--- src/bmpse_pkg.sv ---
// Shared types and constants for the 24-bit BMP stream encoder.
// Used by every module of the block; depends on nothing.
package bmpse_pkg;

    localparam int DEF_MAX_DIMENSION = 8192;

    localparam int DIM_W     = 14;
    localparam int PIXEL_W   = 24;
    localparam int SIZE_W    = 32;
    localparam int STEP_W    = 6;
    localparam int QUEUE_DEPTH = 2;

    localparam logic REG_IMAGE_WIDTH  = 1'b0;
    localparam logic REG_IMAGE_HEIGHT = 1'b1;

    localparam logic [STEP_W-1:0] STEP_HDR_FIRST = 6'd0;
    localparam logic [STEP_W-1:0] STEP_PIX_B     = 6'd54;
    localparam logic [STEP_W-1:0] STEP_PIX_G     = 6'd55;
    localparam logic [STEP_W-1:0] STEP_PIX_R     = 6'd56;

    localparam logic [SIZE_W-1:0] HDR_BYTES  = 32'd54;
    localparam logic [7:0] INFO_SIZE  = 8'd40;
    localparam logic [7:0] BIT_COUNT  = 8'd24;
    localparam logic [7:0] PLANES     = 8'd1;
    localparam logic [15:0] PELS_PER_M = 16'd2835;
    localparam logic [7:0] CHAR_B     = 8'h42;
    localparam logic [7:0] CHAR_M     = 8'h4d;

    typedef struct packed {
        logic [DIM_W-1:0] width;
        logic [DIM_W-1:0] height;
    } t_dims;

    typedef struct packed {
        logic [PIXEL_W-1:0] pixel;
        logic               hdr;
        logic               frame_end;
        logic [1:0]         pad;
        logic [DIM_W-1:0]   width;
        logic [DIM_W-1:0]   height;
        logic [SIZE_W-1:0]  bitmap_bytes;
    } t_item;

endpackage

--- src/bmpse_cfg.sv ---
// Configuration registers of the BMP encoder with clamping to legal dimensions.
// Depends on bmpse_pkg.
module bmpse_cfg #(
    parameter int MAX_DIMENSION = bmpse_pkg::DEF_MAX_DIMENSION
) (
    input  logic                        i_clk,
    input  logic                        i_rst_n,
    input  logic                        i_cfg_we,
    input  logic                        i_cfg_index,
    input  logic [bmpse_pkg::DIM_W-1:0] i_cfg_data,
    output bmpse_pkg::t_dims            o_dims
);
    import bmpse_pkg::*;

    logic [DIM_W-1:0] r_width;
    logic [DIM_W-1:0] r_height;

    function automatic logic [DIM_W-1:0] eff_dim(input logic [DIM_W-1:0] v);
        logic [DIM_W-1:0] res;
        res = v;
        if (v == '0) begin
            res = DIM_W'(1);
        end else if (32'(v) > 32'(MAX_DIMENSION)) begin
            res = DIM_W'(MAX_DIMENSION);
        end
        return res;
    endfunction

    always_ff @(posedge i_clk) begin
        if (!i_rst_n) begin
            r_width  <= DIM_W'(1);
            r_height <= DIM_W'(1);
        end else if (i_cfg_we) begin
            unique case (i_cfg_index)
                REG_IMAGE_WIDTH:  r_width  <= i_cfg_data;
                REG_IMAGE_HEIGHT: r_height <= i_cfg_data;
                default: ;
            endcase
        end
    end

    assign o_dims.width  = eff_dim(r_width);
    assign o_dims.height = eff_dim(r_height);

endmodule

--- src/bmpse_front.sv ---
// Input side of the BMP encoder: accepts pixels, tracks row and column,
// and builds one work item per pixel. Depends on bmpse_pkg.
module bmpse_front (
    input  logic              i_clk,
    input  logic              i_rst_n,
    input  bmpse_pkg::t_dims  i_dims,
    input  logic              i_s_tvalid,
    output logic              o_s_tready,
    input  logic [31:0]       i_s_tdata,
    input  logic              i_full,
    output logic              o_push,
    output bmpse_pkg::t_item  o_item
);
    import bmpse_pkg::*;

    logic             r_header_sent;
    logic [DIM_W-1:0] r_col;
    logic [DIM_W-1:0] r_row;

    logic             accept;
    logic             row_end;
    logic             frame_end;
    logic [1:0]       pad;
    logic [15:0]      stride;
    logic [29:0]      product;

    always_comb begin
        pad       = i_dims.width[1:0];
        stride    = 16'({i_dims.width, 1'b0}) + 16'(i_dims.width) + 16'(pad);
        product   = 30'(stride) * 30'(i_dims.height);
        row_end   = ({1'b0, r_col} + 15'd1) >= {1'b0, i_dims.width};
        frame_end = row_end && (({1'b0, r_row} + 15'd1) >= {1'b0, i_dims.height});
        accept    = i_s_tvalid && !i_full;
    end

    assign o_s_tready = !i_full;
    assign o_push     = accept;

    always_comb begin
        o_item.pixel        = i_s_tdata[PIXEL_W-1:0];
        o_item.hdr          = !r_header_sent;
        o_item.frame_end    = frame_end;
        o_item.pad          = row_end ? pad : 2'd0;
        o_item.width        = i_dims.width;
        o_item.height       = i_dims.height;
        o_item.bitmap_bytes = SIZE_W'(product);
    end

    always_ff @(posedge i_clk) begin
        if (!i_rst_n) begin
            r_header_sent <= 1'b0;
            r_col         <= '0;
            r_row         <= '0;
        end else if (accept) begin
            r_header_sent <= !frame_end;
            if (row_end) begin
                r_col <= '0;
                r_row <= frame_end ? '0 : r_row + DIM_W'(1);
            end else begin
                r_col <= r_col + DIM_W'(1);
            end
        end
    end

endmodule

--- src/bmpse_queue.sv ---
// Short item queue between the front and back of the BMP encoder.
// Depends on bmpse_pkg.
module bmpse_queue (
    input  logic             i_clk,
    input  logic             i_rst_n,
    input  logic             i_push,
    input  bmpse_pkg::t_item i_item,
    output logic             o_full,
    input  logic             i_pop,
    output logic             o_valid,
    output bmpse_pkg::t_item o_head
);
    import bmpse_pkg::*;

    localparam int PTR_W = (QUEUE_DEPTH > 1) ? $clog2(QUEUE_DEPTH) : 1;
    localparam int CNT_W = $clog2(QUEUE_DEPTH + 1);

    t_item            r_mem [QUEUE_DEPTH];
    logic [PTR_W-1:0] r_wr;
    logic [PTR_W-1:0] r_rd;
    logic [CNT_W-1:0] r_count;

    function automatic logic [PTR_W-1:0] ptr_inc(input logic [PTR_W-1:0] p);
        logic [PTR_W-1:0] res;
        res = (32'(p) == QUEUE_DEPTH - 1) ? '0 : p + PTR_W'(1);
        return res;
    endfunction

    assign o_full  = (32'(r_count) == QUEUE_DEPTH);
    assign o_valid = (r_count != '0);
    assign o_head  = r_mem[r_rd];

    always_ff @(posedge i_clk) begin
        if (i_push) begin
            r_mem[r_wr] <= i_item;
        end
    end

    always_ff @(posedge i_clk) begin
        if (!i_rst_n) begin
            r_wr    <= '0;
            r_rd    <= '0;
            r_count <= '0;
        end else begin
            if (i_push) begin
                r_wr <= ptr_inc(r_wr);
            end
            if (i_pop) begin
                r_rd <= ptr_inc(r_rd);
            end
            unique case ({i_push, i_pop})
                2'b10:   r_count <= r_count + CNT_W'(1);
                2'b01:   r_count <= r_count - CNT_W'(1);
                default: ;
            endcase
        end
    end

endmodule

--- src/bmpse_back.sv ---
// Output side of the BMP encoder: walks header, pixel and padding bytes of
// each queued item into a byte-wide output register. Depends on bmpse_pkg.
module bmpse_back (
    input  logic             i_clk,
    input  logic             i_rst_n,
    input  logic             i_head_valid,
    input  bmpse_pkg::t_item i_head,
    output logic             o_pop,
    output logic             o_m_tvalid,
    input  logic             i_m_tready,
    output logic [7:0]       o_m_tdata,
    output logic             o_m_tlast,
    output logic             o_m_tuser
);
    import bmpse_pkg::*;

    logic              r_first;
    logic [STEP_W-1:0] r_step;
    logic              r_out_valid;
    logic [7:0]        r_out_byte;
    logic              r_out_last;
    logic              r_out_eof;

    logic              emit;
    logic              is_last;
    logic [STEP_W-1:0] cur_step;
    logic [STEP_W-1:0] last_step;
    logic [SIZE_W-1:0] file_size;
    logic [7:0]        step_byte;

    always_comb begin
        cur_step  = r_first ? (i_head.hdr ? STEP_HDR_FIRST : STEP_PIX_B) : r_step;
        last_step = STEP_PIX_R + STEP_W'(i_head.pad);
        is_last   = (cur_step == last_step);
        emit      = i_head_valid && (!r_out_valid || i_m_tready);
        file_size = i_head.bitmap_bytes + HDR_BYTES;
    end

    always_comb begin
        unique case (cur_step)
            6'd0:       step_byte = CHAR_B;
            6'd1:       step_byte = CHAR_M;
            6'd2:       step_byte = file_size[7:0];
            6'd3:       step_byte = file_size[15:8];
            6'd4:       step_byte = file_size[23:16];
            6'd5:       step_byte = file_size[31:24];
            6'd10:      step_byte = HDR_BYTES[7:0];
            6'd14:      step_byte = INFO_SIZE;
            6'd18:      step_byte = i_head.width[7:0];
            6'd19:      step_byte = 8'(i_head.width[DIM_W-1:8]);
            6'd22:      step_byte = i_head.height[7:0];
            6'd23:      step_byte = 8'(i_head.height[DIM_W-1:8]);
            6'd26:      step_byte = PLANES;
            6'd28:      step_byte = BIT_COUNT;
            6'd34:      step_byte = i_head.bitmap_bytes[7:0];
            6'd35:      step_byte = i_head.bitmap_bytes[15:8];
            6'd36:      step_byte = i_head.bitmap_bytes[23:16];
            6'd37:      step_byte = i_head.bitmap_bytes[31:24];
            6'd38:      step_byte = PELS_PER_M[7:0];
            6'd39:      step_byte = PELS_PER_M[15:8];
            6'd42:      step_byte = PELS_PER_M[7:0];
            6'd43:      step_byte = PELS_PER_M[15:8];
            STEP_PIX_B: step_byte = i_head.pixel[7:0];
            STEP_PIX_G: step_byte = i_head.pixel[15:8];
            STEP_PIX_R: step_byte = i_head.pixel[23:16];
            default:    step_byte = 8'h00;
        endcase
    end

    assign o_pop = emit && is_last;

    always_ff @(posedge i_clk) begin
        if (!i_rst_n) begin
            r_first     <= 1'b1;
            r_step      <= '0;
            r_out_valid <= 1'b0;
        end else begin
            if (emit) begin
                r_out_valid <= 1'b1;
                r_first     <= is_last;
                r_step      <= cur_step + STEP_W'(1);
            end else if (i_m_tready) begin
                r_out_valid <= 1'b0;
            end
        end
    end

    always_ff @(posedge i_clk) begin
        if (emit) begin
            r_out_byte <= step_byte;
            r_out_last <= is_last;
            r_out_eof  <= is_last && i_head.frame_end;
        end
    end

    assign o_m_tvalid = r_out_valid;
    assign o_m_tdata  = r_out_byte;
    assign o_m_tlast  = r_out_last;
    assign o_m_tuser  = r_out_eof;

endmodule

--- src/bmp_24bit_stream_encoder.sv ---
// Turns XRGB8888 pixels, given bottom row first, into a 24-bit BMP byte stream,
// one byte per cycle on the output stream while the sink is ready. A pixel
// gives three output bytes, blue, green and red; the first pixel of a frame adds
// 54 header bytes and the last pixel of a row adds zero to three padding bytes.
// That rate is set by the byte-wide output register of the back end; the front
// end keeps accepting pixels as long as its two-entry queue has room, so input
// and output stall independently. tlast marks the last byte a pixel causes and
// tuser marks the last byte of the file.
// Depends on bmpse_pkg, bmpse_cfg, bmpse_front, bmpse_queue and bmpse_back.
module bmp_24bit_stream_encoder #(
    parameter int MAX_DIMENSION = bmpse_pkg::DEF_MAX_DIMENSION
) (
    input  logic                        i_clk,
    input  logic                        i_rst_n,
    input  logic                        i_cfg_we,
    input  logic                        i_cfg_index,
    input  logic [bmpse_pkg::DIM_W-1:0] i_cfg_data,
    input  logic                        s_axis_tvalid,
    output logic                        s_axis_tready,
    input  logic [31:0]                 s_axis_tdata,   // pixel_word
    output logic                        m_axis_tvalid,
    input  logic                        m_axis_tready,
    output logic [7:0]                  m_axis_tdata,   // data_byte
    output logic                        m_axis_tlast,
    output logic                        m_axis_tuser    // end_of_file
);
    import bmpse_pkg::*;

    t_dims dims;
    t_item push_item;
    t_item head_item;
    logic  push;
    logic  pop;
    logic  full;
    logic  head_valid;

    bmpse_cfg #(
        .MAX_DIMENSION(MAX_DIMENSION)
    ) u_cfg (
        .i_clk       (i_clk),
        .i_rst_n     (i_rst_n),
        .i_cfg_we    (i_cfg_we),
        .i_cfg_index (i_cfg_index),
        .i_cfg_data  (i_cfg_data),
        .o_dims      (dims)
    );

    bmpse_front u_front (
        .i_clk      (i_clk),
        .i_rst_n    (i_rst_n),
        .i_dims     (dims),
        .i_s_tvalid (s_axis_tvalid),
        .o_s_tready (s_axis_tready),
        .i_s_tdata  (s_axis_tdata),
        .i_full     (full),
        .o_push     (push),
        .o_item     (push_item)
    );

    bmpse_queue u_queue (
        .i_clk   (i_clk),
        .i_rst_n (i_rst_n),
        .i_push  (push),
        .i_item  (push_item),
        .o_full  (full),
        .i_pop   (pop),
        .o_valid (head_valid),
        .o_head  (head_item)
    );

    bmpse_back u_back (
        .i_clk        (i_clk),
        .i_rst_n      (i_rst_n),
        .i_head_valid (head_valid),
        .i_head       (head_item),
        .o_pop        (pop),
        .o_m_tvalid   (m_axis_tvalid),
        .i_m_tready   (m_axis_tready),
        .o_m_tdata    (m_axis_tdata),
        .o_m_tlast    (m_axis_tlast),
        .o_m_tuser    (m_axis_tuser)
    );

endmodule

--- config.mk ---
export PLATFORM = sky130hd
export DESIGN_NAME = bmp_24bit_stream_encoder
export DESIGN_NICKNAME = d
export VERILOG_FILES = /design/src/bmpse_pkg.sv /design/src/bmpse_cfg.sv /design/src/bmpse_front.sv /design/src/bmpse_queue.sv /design/src/bmpse_back.sv /design/src/bmp_24bit_stream_encoder.sv
export SDC_FILE = /design/constraint.sdc
export NUM_CORES = 1
export LEC_CHECK = 0
export BUFFER_PORTS_ARGS = -buffer_cell sky130_fd_sc_hd__buf_2
export CAP_MARGIN = 20
export CELL_PAD_IN_SITES_DETAIL_PLACEMENT = 2
export CELL_PAD_IN_SITES_GLOBAL_PLACEMENT = 2
export CORE_MARGIN = 2
export CORE_UTILIZATION = 42
export CTS_BUF_LIST = sky130_fd_sc_hd__clkbuf_16
export DETAILED_ROUTE_END_ITERATION = 12
export GPL_TIMING_DRIVEN = 0
export PLACE_DENSITY_LB_ADDON = 0.1
export RECOVER_POWER = 25
export SYNTH_ARGS = -nofsm -noshare
export SYNTH_HDL_FRONTEND = slang
export SYNTH_SLANG_ARGS = --single-unit
--- constraint.sdc ---
create_clock -name i_clk -period 10.74 [get_ports i_clk]
set_input_delay 1.074 -clock i_clk [delete_from_list [all_inputs] [get_ports i_clk]]
set_output_delay 1.074 -clock i_clk [all_outputs]
set_load 0.02 [all_outputs]
== After elaboration in Yosys (flattened, before gate mapping) ==
Memory sizes are Yosys's and may differ from the RTL's. A register that Yosys moved wholly into a read port is not among the register bits.
Cells that the tools add are included.
Operators by class
  add/subtract/negate cells: 13
  $mul: 1
  $lt $le $gt $ge: 4
  eq/ne operators: 28
  muxes and demuxes: 19
  bitwise logic cells: 1
  reduce and logical (&&, ||, !) cells: 21
Operators with widths (number)
  $pmux W8 S23: 1
  $mux W14: 6
  $eq A6 B6 Y1 const B: 11
  $eq A6 B5 Y1 const B: 6
  $add A32 B6 Y32 const B: 1
  $add A14 B1 Y15 const B: 2
  $ge A15 B14 Y1: 2
  $mul A16 B14 Y30: 1
  $add A14 B1 Y14 const B: 2
  $gt A14 B14 Y1 const B: 2
  $logic_not A14 Y1: 2
  $add A15 B14 Y16: 1
  $add A16 B2 Y16: 1
  $eq A6 B2 Y1 const B: 2
  $eq A6 B3 Y1 const B: 2
  $eq A6 B4 Y1 const B: 2
  $mux W6: 2
  $mux W1: 8
  $add A6 B1 Y6 const B: 1
  $eq A6 B1 Y1 const B: 1
  $eq A6 B6 Y1: 1
  $logic_not A6 Y1: 1
  $reduce_and A2 Y1: 3
  $reduce_bool A2 Y1: 3
  other kinds (13): 23
Word-level totals
  flip-flop bits (word level): 79
  bits in writable memories: 172
  input bits: 52
  output and inout bits: 12
  logic and storage cells: 102
  memories: 1
Memories
  u_queue.r_mem: depth 2, width 86, rd ports 1, clocked after memory_dff 1, write ports 1, RTL line bmpse_queue.sv:18  | t_item r_mem [QUEUE_DEPTH];

== Logic depth before layout (Yosys ltp) ==
Gate-level depths: netlist (run 1).
  word-level depth: 6
  depth in mapped cells: 36
  gate-level depth less buffers: 36

== Modules after synthesis ==
Synthesis (run 1) repeated with hierarchy kept, for this count alone.
Second synthesis, totals
  cells, all modules: 2158
  area, all modules: 21468.1 µm²
Modules (own cells, without submodules)
  bmpse_front: instances 1, cells an instance 1320, area an instance 10726.5 µm², sequential area each 580.6 µm²
  bmpse_queue: instances 1, cells an instance 296, area an instance 6577.6 µm², sequential area each 5385.2 µm²
  bmpse_back: instances 1, cells an instance 381, area an instance 2836.5 µm², sequential area each 460.4 µm²
  bmpse_cfg: instances 1, cells an instance 161, area an instance 1327.5 µm², sequential area each 560.5 µm²

== Least setup slack after synthesis (run 1) ==
No wires, ideal clock.
  kind: reg2reg
  start: register u_cfg.r_width[13]
  end: memory u_queue.r_mem[0][22] (netlist bit) (data pin)
  setup time: 221 ps
  data arrival time: 8440 ps
  required time: 10519 ps
  path slack: 2079 ps
  stages on the path, launching flop included: 34
  buffers on the path: 2
  period minus slack after synthesis: 8661 ps
  cells stage by stage: dfxtp_1 > clkbuf_1 > inv_1 > clkbuf_1 > nand2_1 > fa_1 > inv_1 > ha_1 > inv_1 > fa_1 > nor2b_1 > o21ai_0 > a21boi_0 > o21ai_1 > a21o_1 > xnor2_1 > nor2_1 > fa_1 > inv_1 > fa_1 > inv_1 > fa_1 > fa_1 > fa_1 > inv_1 > fa_1 > inv_1 > ha_1 > and4_1 > nand3_1 > o21ai_0 > o21ai_0 > a2111o_1 > o311ai_0
RTL lines
  start: declaration: RTL line bmpse_cfg.sv:15  | logic [DIM_W-1:0] r_width;
  start signal: assignment: RTL line bmpse_cfg.sv:35  | REG_IMAGE_WIDTH: r_width <= i_cfg_data;
  end: declaration: RTL line bmpse_queue.sv:18

==> summary.txt, run 1 <==
Floorplan
  • Initial Utilization: 42.39%
  • Die Ht: 217.8 µm
  • IO Pins: between 60 and 70
  • Die W: 217.8 µm
  • Row cnt: 78
  • Core ar.: ~0.045 mm²
  • Die footprint: 0.04743 mm²

Global routing
  • GRT Overall Usage: 28.60%
  • Gr ovfl total: 0
  • Vias in the first global route: 16950
  • First-pass GRT wire length: between 100000 and 150000 µm
  • Initial antenna violation count: 2
  • Largest net degree at the start of global routing: 64

Logic synthesis
  • Avg Inst Size Synth: 10.12 µm²
  • XOR/XNOR share of the synthesized area: 4.289%
  • Multiplexer share of the synthesized area: 4.621%
  • Distinct cell type count after synthesis: 86
  • Syn Nets: 2241
  • Sequential share of the synthesized area: 35.15%
  • Cell Area, Synth: 0.01920 mm²
  • Synth area leader: edfxtp_1
  • EDFF count, synth: ~180
  • Ys Warns: 0
  • Synth Flop Type: edfxtp_1
  • Post-Synth Simple-Gate Area: 15.46%
  • Post-synth top area share: 27.85%
  • Fraction of registers with async set/reset: 0%
  • Register bit total from synthesis: 248
  • Most frequent cell after synthesis: nand2_1
  • Ranking of synthesized cells by area: edfxtp_1, fa_1, ha_1, dfxtp_1, nand2_1
  • Post-Syn Instances: 1897
  • Complex-gate fraction of the synthesized area: 10.20%
  • Synth cell count leaders: nand2_1, inv_1, edfxtp_1
  • Adder-cell share of the synthesized area: 24.63%
  • Main combinational cell family by area after synthesis: adder cells

Timing
  • Rel. slew slack: 15.59%
  • Period Utilization, post-route: a little over nine tenths
  • Final worst hold slack: 0.4775 ns
  • Worst Skew: ~0.046 ns
  • Pins Over Slew Limit: 0
  • Number of setup violations in the final report: 0
  • Fin crit period: 10.29 ns
  • Hold Vio Cnt, Final: 0
  • Max frequency: 97.18 MHz
  • Slew @ Worst Pin: 1.266 ns
  • Worst Setup Slack, final: roughly 0.45 ns

Setup path
  • Most common cell on crit path: fa_1
  • Reg2reg path depth: 34
  • R2R setup slack: between 0.4 and 0.5 ns
  • CP endpoint kind: flop
  • Crit path kind: flop to flop
  • CP arrival: between 10 and 15 ns
  • CP max FO: 5
  • WP data required: 11.19 ns
  • Slowest-stage cell, CP: fa_1
  • Critical R2R Launch: u_cfg.r_width[1]$_SDFFE_PN0P_
  • Reg-to-reg endpoint: u_queue.r_mem[1][22]$_DFFE_PP_
  • Startpoint Class: flop
  • Crit-path max cell delay: 0.60 ns

Routing
  • Via count of the routed design: 14970
  • Met3 wire length: 1924 µm
  • Post-route ant nets: 0
  • Met1 wire length: 27610 µm
  • Drt first pass iters: 5
  • Routed length on met2: around 35000 µm
  • Max Used Layer: met4
  • Vias/cell: 5.738
  • DRC Markers: 0
  • Routed length per instance: about 26 µm
  • Final wirelength: about 67000 µm
  • Number of DRC markers in iteration 0: 776

Min path
  • Tightest Hold Check Type: flop to flop
  • Hold path depth: 1
  • Hold path endpoint: u_queue.r_mem[1][61]$_DFFE_PP_
  • Hold path start: u_front.r_header_sent$_SDFFE_PN0P_

Status
  • Status: finished, final reports clean

Clock network
  • H-tree depth: 1
  • Skew-Pair Late Insertion Delay: 0.60 ns
  • CTS Root Cell: clkbuf_16
  • CTS Buf Count: 28
  • CTS tree: done
  • Clk slew on worst S/H paths: 0.06 ns
  • Clk buf depth: 3
  • Clk sinks: between 200 and 250
  • Setup Fix Bufs, Post-CTS: 0

Power
  • Max VDD drop: roughly 0.00013 V
  • Leakage: 9.008 nW
  • Pwr dens: 131.2 mW/mm²

Final layout
  • Share of cells above drive strength 1: 7.072%
  • Final core utilization: 47.11%
  • Area delta synth->final: 11.13%
  • Cell Count, Final, Fillers Out: 2608
  • Nets: 2330
  • N_diodes: 0

Placement
  • Placement Setup Slack: -0.2811 ns
  • I/O Buffers: 54
  • Placed insts: 2557
  • DP Wirelength: 52900 µm
  • GPL Wtd Cong: approximately 0.9

Flow run
  • Max-capacitance violation count: 0
## logic make-up (layout without fill, tap and decap cells)
| group | Yosys count | count (layout) |
|---|---|---|
| and+or+nand+nor | 624 | 624 |
| adders and majority gates | 292 | 292 |
| AOI/OAI and AO/OA | 282 | 282 |
| buffers and inverters | 270 | 381 |
| DFF | 248 | 248 |
| xor gates and xnor gates | 94 | 94 |
| muxes | 87 | 87 |
## layout by cell type, fill, tap and decap left out, types with 19 or more instances in the layout
cell type	netlist	routed
nand2_1	226	226
inv_1	199	206
edfxtp_1	178	178
ha_1	149	149
nor2_1	148	147
fa_1	143	143
mux2i_1	82	82
dfxtp_1	70	69
clkbuf_1	46	66
xnor2_1	60	57
nand3_1	53	53
a21oi_1	51	50
a21boi_0	43	42
buf_2	9	42
o22ai_1	35	35
xor2_1	34	32
nand2b_1	31	31
nor3_1	31	31
o21ai_0	31	30
clkbuf_16	0	28
and2_1	20	20
a21o_1	19	19
## critical path, delay by kind of cell (launching register included)
kind	cells	cell delay (ns)
fa+ha+maj	10	4.61
compound gates	8	2.57
simple gates	8	1.58
buf+inv	7	0.67
xor+xnor	1	0.38
flops	1	0.35
## sequential cells by signal (all words and copies together) (netlist names), named ones only
name                   flops
u_back.r_step              6
u_cfg.r_width             14
u_front.r_col             14
u_cfg.r_height            14
u_back.o_m_tvalid          1
u_front.r_header_sent      1
u_front.r_row             14
u_queue.r_wr               1
u_queue.r_count            2
u_queue.r_rd               1
u_back.o_m_tdata           8
u_back.r_first             1
u_back.o_m_tuser           1
u_queue.r_mem            168
u_back.o_m_tlast           1
## power by group
part           switching (mW)  total [mW]  internal [mW]
Sequential             0.0335        1.15           1.12
Combinational           0.424       0.615          0.191
Clock                   0.433        1.03          0.600
## cell type report
class                   count  area, µm²
plain buffers              65      317.8
clock buffers              28      700.7
clock inverters            24      277.8
fillers                  4787      23950
inverters                 204      765.7
multi-input cells        1379      11440
flip-flops and latches    248       6748
well taps                 600      750.7
repair buffers             60      330.3
## timing repair
item                       in CTS  in global routing
setup endpoints to repair      12                 22
hold buffers                    0                  0
gates resized for setup         4                 11
## per-layer routing
layer  vias to the layer above  GRT usage (%)
met2                       274          53.11
met3                       125          2.762
met1                      7843          34.63
li1                       6723              -
met4                         0          9.252
met5                         -              0
## worst max-delay path by stage
stage	startpoint	endpoint	slack (ns)	cells past startpoint
finish	u_cfg.r_width[1]$_SDFFE_PN0P_	u_queue.r_mem[1][22]$_DFFE_PP_	0.45	34
global route	u_cfg.r_width[1]$_SDFFE_PN0P_	u_queue.r_mem[1][22]$_DFFE_PP_	-0.03	34
CTS	u_cfg.r_width[13]$_SDFFE_PN0P_	u_queue.r_mem[1][22]$_DFFE_PP_	0.02	35
detailed placement	u_cfg.r_width[13]$_SDFFE_PN0P_	u_queue.r_mem[1][28]$_DFFE_PP_	-0.28	34
global placement	u_cfg.r_width[13]$_SDFFE_PN0P_	u_queue.r_mem[1][22]$_DFFE_PP_	-0.76	33
floorplan	u_cfg.r_width[13]$_SDFFE_PN0P_	u_queue.r_mem[0][22]$_DFFE_PP_	2.08	33
## through the flow
step	setup TNS [ns]	cell area, µm²	power [mW]
after CTS	0	21320	2.816
final	0	21330	2.800
after detailed placement	-1.169	20320	1.776
after global routing	-0.06327	21330	2.905
after floorplan	0	19200	1.536
after global placement	-2.579	20220	1.742
Note: power is estimated with default switching activity, not from simulation.
==> run 2, diff against run 1 <==
CORE_MARGIN = 4   (was 2)
==> summary.txt, run 2 (synthesis gave the netlist of run 1 again) <==
Floorplan
  • Die W: 221.8 µm
  • Die footprint: 0.04919 mm²
  • IO Pins: between 60 and 70
  • Core ar.: 0.04528 mm²
  • Row cnt: 78
  • Die Ht: 221.8 µm
  • Initial Utilization: 42.39%

Clock network
  • CTS Root Cell: clkbuf_16
  • Clk buf depth: 3
  • CTS tree: done
  • CTS Buf Count: 28
  • Clk sinks: 248
  • Setup Fix Bufs, Post-CTS: 0
  • Clk slew on worst S/H paths: 0.06 ns
  • H-tree depth: 1
  • Skew-Pair Late Insertion Delay: 0.55 ns

Final layout
  • Most common library cell in the layout ignoring fill and taps: nand2_1
  • N_diodes: 0
  • Final Cell Area: roughly 0.021 mm²
  • Nets: 2332
  • Most frequent cells in the layout: nand2_1, inv_1, edfxtp_1, ha_1, nor2_1
  • Area delta synth->final: 10.93%
  • Final core utilization: 47.02%
  • Fill cells: 4834
  • Share of cells above drive strength 1: 6.965%
  • Max reg flops: 168
  • Largest Register: u_queue.r_mem

Timing
  • Rel. slew slack: 15.19%
  • Fin crit period: 10.11 ns
  • Worst Setup Slack, final: about 0.63 ns
  • Slew @ Worst Pin: 1.272 ns
  • Pins Over Slew Limit: 0
  • Number of setup violations in the final report: 0
  • RSZ-0062 raised after global routing: false
  • Period Utilization, post-route: a little over nine tenths
  • Final worst hold slack: between 0.4 and 0.5 ns
  • Worst Skew: about 0.018 ns
  • Hold Vio Cnt, Final: 0
  • Max frequency: 98.91 MHz

Setup path
  • CP max FO: 5
  • CP endpoint kind: flop
  • Most common cell on crit path: fa_1
  • CP arrival: 10.51 ns
  • Slowest-stage cell, CP: fa_1
  • WP data required: 11.14 ns
  • Crit path kind: flop to flop
  • Startpoint Class: flop
  • Crit-path max cell delay: between 0.5 and 0.6 ns

Global routing
  • Gr ovfl total: 0
  • First-pass GRT wire length: roughly 100000 µm
  • Largest net degree at the start of global routing: 64
  • GRT Overall Usage: between 20% and 30%
  • Vias in the first global route: 16620
  • Initial antenna violation count: 1

Routing
  • Vias/cell: roughly 5.7
  • Post-route ant nets: 0
  • Drt first pass iters: 5
  • DRC Markers: 0
  • Via count of the routed design: 14890
  • Final wirelength: roughly 66000 µm
  • Routed length per instance: about 25 µm
  • Number of DRC markers in iteration 0: approximately 850

Placement
  • GPL Wtd Cong: 0.8954
  • DP Area: 0.02032 mm²
  • DP Wirelength: 52740 µm
  • I/O Buffers: between 50 and 60
  • Placement Setup Slack: -0.3298 ns

Status
  • Status: finished, final reports clean

Power
  • Leakage: 8.999 nW
  • Pwr dens: 129.5 mW/mm²
  • Max VDD drop: approximately 0.00014 V

Min path
  • Tightest Hold Check Type: flop to flop

Flow run
  • Max-capacitance violation count: 0
run 2: power breakdown:
group / total, mW / switching (mW) / internal (mW)
Sequential: 1.15 / 0.0332 / 1.12
Clock: 0.992 / 0.406 / 0.587
Combinational: 0.614 / 0.423 / 0.191
run 2: routing by layer:
layer / track usage (%) / share of wire, % / up-vias / routed length [µm]
met2: 48.61 / 52 / 307 / 34460
met3: 3.085 / 3.5 / 122 / 2341
met4: 8.523 / 3.5 / 0 / 2325
met1: 32.53 / 41 / 7736 / 27300
li1: - / - / 6722 / -
met5: 0 / 0 / - / 0
run 2: final timing paths:
kind / to / cells past startpoint / startpoint / slack, ns
worst max-delay path: u_queue.r_mem[1][22]$_DFFE_PP_ / 35 / u_cfg.r_width[2]$_SDFFE_PN0P_ / 0.63
worst max register to register: u_queue.r_mem[1][22]$_DFFE_PP_ / 35 / u_cfg.r_width[2]$_SDFFE_PN0P_ / 0.63
worst min register to register: u_cfg.r_height[9]$_SDFFE_PN0P_ / 2 / u_cfg.r_height[9]$_SDFFE_PN0P_ / 0.49
worst min-delay path: u_cfg.r_height[9]$_SDFFE_PN0P_ / 2 / u_cfg.r_height[9]$_SDFFE_PN0P_ / 0.49
run 2: area by class of cell:
type / count / area (µm²) / area share, %
multi-input combinational: 1379 / 11410 / 53.60
sequential: 248 / 6748 / 31.69
inverter: 204 / 765.7 / 3.596
tap: 600 / 750.7 / 3.525
clock buffer: 29 / 725.7 / 3.408
timing repair buffer: 62 / 346.6 / 1.628
buffer: 65 / 317.8 / 1.492
clock inverter: 23 / 225.2 / 1.058
run 2: metrics by stage:
step           cells  total power [mW]  setup TNS, ns
2_1_floorplan   1897             1.536              0
3_3_place_gp    2551             1.743         -3.536
3_5_place_dp    2557             1.779         -1.717
4_1_cts         2608             2.776              0
5_1_grt         2610             2.879              0
6_report        2610             2.758              0
run 2: timing repair:
item | CTS | global route
pin swaps | 0 | 0
hold buffers | 0 | 0
endpoints found under the setup margin | 14 | 18
cloned | 0 | 0
resized for setup | 3 | 10
run 2: critical path, delay by kind of cell, from the launching register on:
family | cells | cell delay, ns
simple gates | 8 | 1.49
compound gates | 9 | 2.67
fa+ha+maj | 10 | 4.57
flops | 1 | 0.34
buf+inv | 8 | 0.87
==> run 3, diff against run 2 <==
CORE_UTILIZATION = 25   (was 42)
==> summary.txt, run 3 (synthesis gave the netlist of run 1 again) <==
Global routing
  • First-pass GRT wire length: around 100000 µm
  • Initial antenna violation count: 1
  • Vias in the first global route: 16190
  • GRT Overall Usage: 16.97%
  • Gr ovfl total: 0
  • Largest net degree at the start of global routing: 60

Floorplan
  • Initial Utilization: 25.23%
  • Die Ht: 285.1 µm
  • Row cnt: slightly above 100
  • IO Pins: 64
  • Core ar.: about 0.076 mm²
  • Die W: 285.1 µm
  • Die footprint: roughly 0.081 mm²

Routing
  • Met3 wire length: 1694 µm
  • Met1 wire length: 31760 µm
  • Vias/cell: 4.749
  • Post-route ant nets: 0
  • DRC Markers: 0
  • Routed length on met2: 34720 µm
  • Drt first pass iters: 4
  • Routed length per instance: 22.99 µm
  • Via count of the routed design: approximately 14000
  • Final wirelength: 69970 µm
  • Max Used Layer: met4
  • Number of DRC markers in iteration 0: between 500 and 600

Clock network
  • CTS Buf Count: 29
  • Skew-Pair Late Insertion Delay: 0.58 ns
  • # hold bufs at CTS: 0
  • H-tree depth: 1
  • Clk buf depth: 3
  • Setup Fix Bufs, Post-CTS: 0
  • Clk slew on worst S/H paths: 0.06 ns
  • CTS Root Cell: clkbuf_16
  • Post_cts resized: 9
  • Clk sinks: 248
  • CTS tree: done

Final layout
  • Nets: 2332
  • Fill cells: 8485
  • Max reg flops: between 150 and 200
  • Cell Count, Final, Fillers Out: 3043
  • Share of cells above drive strength 1: 7.757%
  • Most common library cell in the layout ignoring fill and taps: nand2_1
  • Area delta synth->final: 14.23%
  • Largest Register: u_queue.r_mem
  • Final Cell Area: 0.02193 mm²
  • Most frequent cells in the layout: nand2_1, inv_1, edfxtp_1, ha_1, nor2_1

Setup path
  • WP data required: around 11 ns
  • Slowest-stage cell, CP: xor2_1
  • CP max FO: 10
  • Startpoint Class: flop
  • CP arrival: ~11 ns
  • Crit path kind: flop to flop
  • Most common cell on crit path: fa_1
  • Crit-path max cell delay: ~0.65 ns
  • CP endpoint kind: flop

Placement
  • GPL Wtd Cong: 0.8209
  • I/O Buffers: 54
  • DP Wirelength: roughly 57000 µm
  • Placed insts: 2987
  • Placement Setup Slack: -0.9413 ns
  • DP Area: 0.02088 mm²

Power
  • Max VDD drop: around 0.00012 V
  • Pwr dens: 126.5 mW/mm²
  • Pwr Total: 2.773 mW
  • Leakage: roughly 9 nW

Timing
  • Fin crit period: 10.24 ns
  • Worst Skew: 0.02168 ns
  • Rel. slew slack: 0.2708%
  • Period Utilization, post-route: 95.37%
  • Number of setup violations in the final report: 0
  • Slew @ Worst Pin: 1.496 ns
  • Pins Over Slew Limit: 0
  • Max frequency: about 98 MHz
  • Worst Setup Slack, final: 0.4975 ns
  • Hold Vio Cnt, Final: 0

Status
  • Status: finished, final reports clean

Flow run
  • Max-capacitance violation count: 0

Min path
  • Tightest Hold Check Type: flop to flop
## run 3: layout make-up
class | count | area, µm² | area share [%]
clock inverter | 25 | 245.2 | 1.118
inverter | 204 | 765.7 | 3.492
timing repair buffer | 61 | 375.4 | 1.712
antenna | 2 | 5.005 | 0.02282
tap | 1030 | 1289 | 5.877
sequential | 248 | 6748 | 30.77
multi-input combinational | 1379 | 11460 | 52.25
buffer | 65 | 317.8 | 1.449
clock buffer | 29 | 725.7 | 3.310
## run 3: worst paths after layout
check / depth (start not counted) / slack (ns) / endpoint / start
worst max-delay path: 30 / 0.50 / u_queue.r_mem[1][25]$_DFFE_PP_ / u_cfg.r_width[13]$_SDFFE_PN0P_
worst min-delay path: 2 / 0.48 / u_cfg.r_height[6]$_SDFFE_PN0P_ / u_cfg.r_height[6]$_SDFFE_PN0P_
worst max register to register: 30 / 0.50 / u_queue.r_mem[1][25]$_DFFE_PP_ / u_cfg.r_width[13]$_SDFFE_PN0P_
worst min register to register: 2 / 0.48 / u_cfg.r_height[6]$_SDFFE_PN0P_ / u_cfg.r_height[6]$_SDFFE_PN0P_
## run 3: metal layers
metal,vias to the layer above,global-route usage (%)
li1,6725,-
met1,7483,22.30
met2,167,29.79
met3,77,1.974
met4,0,4.143
met5,-,0
## run 3: power breakdown
| part | total, mW | internal, mW | switching, mW |
|---|---|---|---|
| clock | 1.01 | 0.591 | 0.421 |
| sequential | 1.15 | 1.12 | 0.0289 |
| combinational | 0.614 | 0.193 | 0.421 |
| total | 2.77 | 1.90 | 0.871 |
## run 3: through the flow
step | hold WS [ns] | utilization (%) | TNS [ns]
3_5_place_dp | 0.4756 | 27.45 | -11.25
3_3_place_gp | 0.4723 | 27.28 | -15.60
6_report | 0.4849 | 28.82 | 0
2_1_floorplan | 0.4398 | - | 0
4_1_cts | 0.4884 | 28.78 | 0
5_1_grt | 0.5012 | 28.82 | -0.05500
## run 3: critical path: cells and delay by family, from the launching register on
kind	cells	cell delay [ns]
xor+xnor	1	0.65
flops	1	0.40
fa+ha+maj	10	4.34
compound gates	8	2.77
simple gates	4	0.91
buf+inv	7	0.87
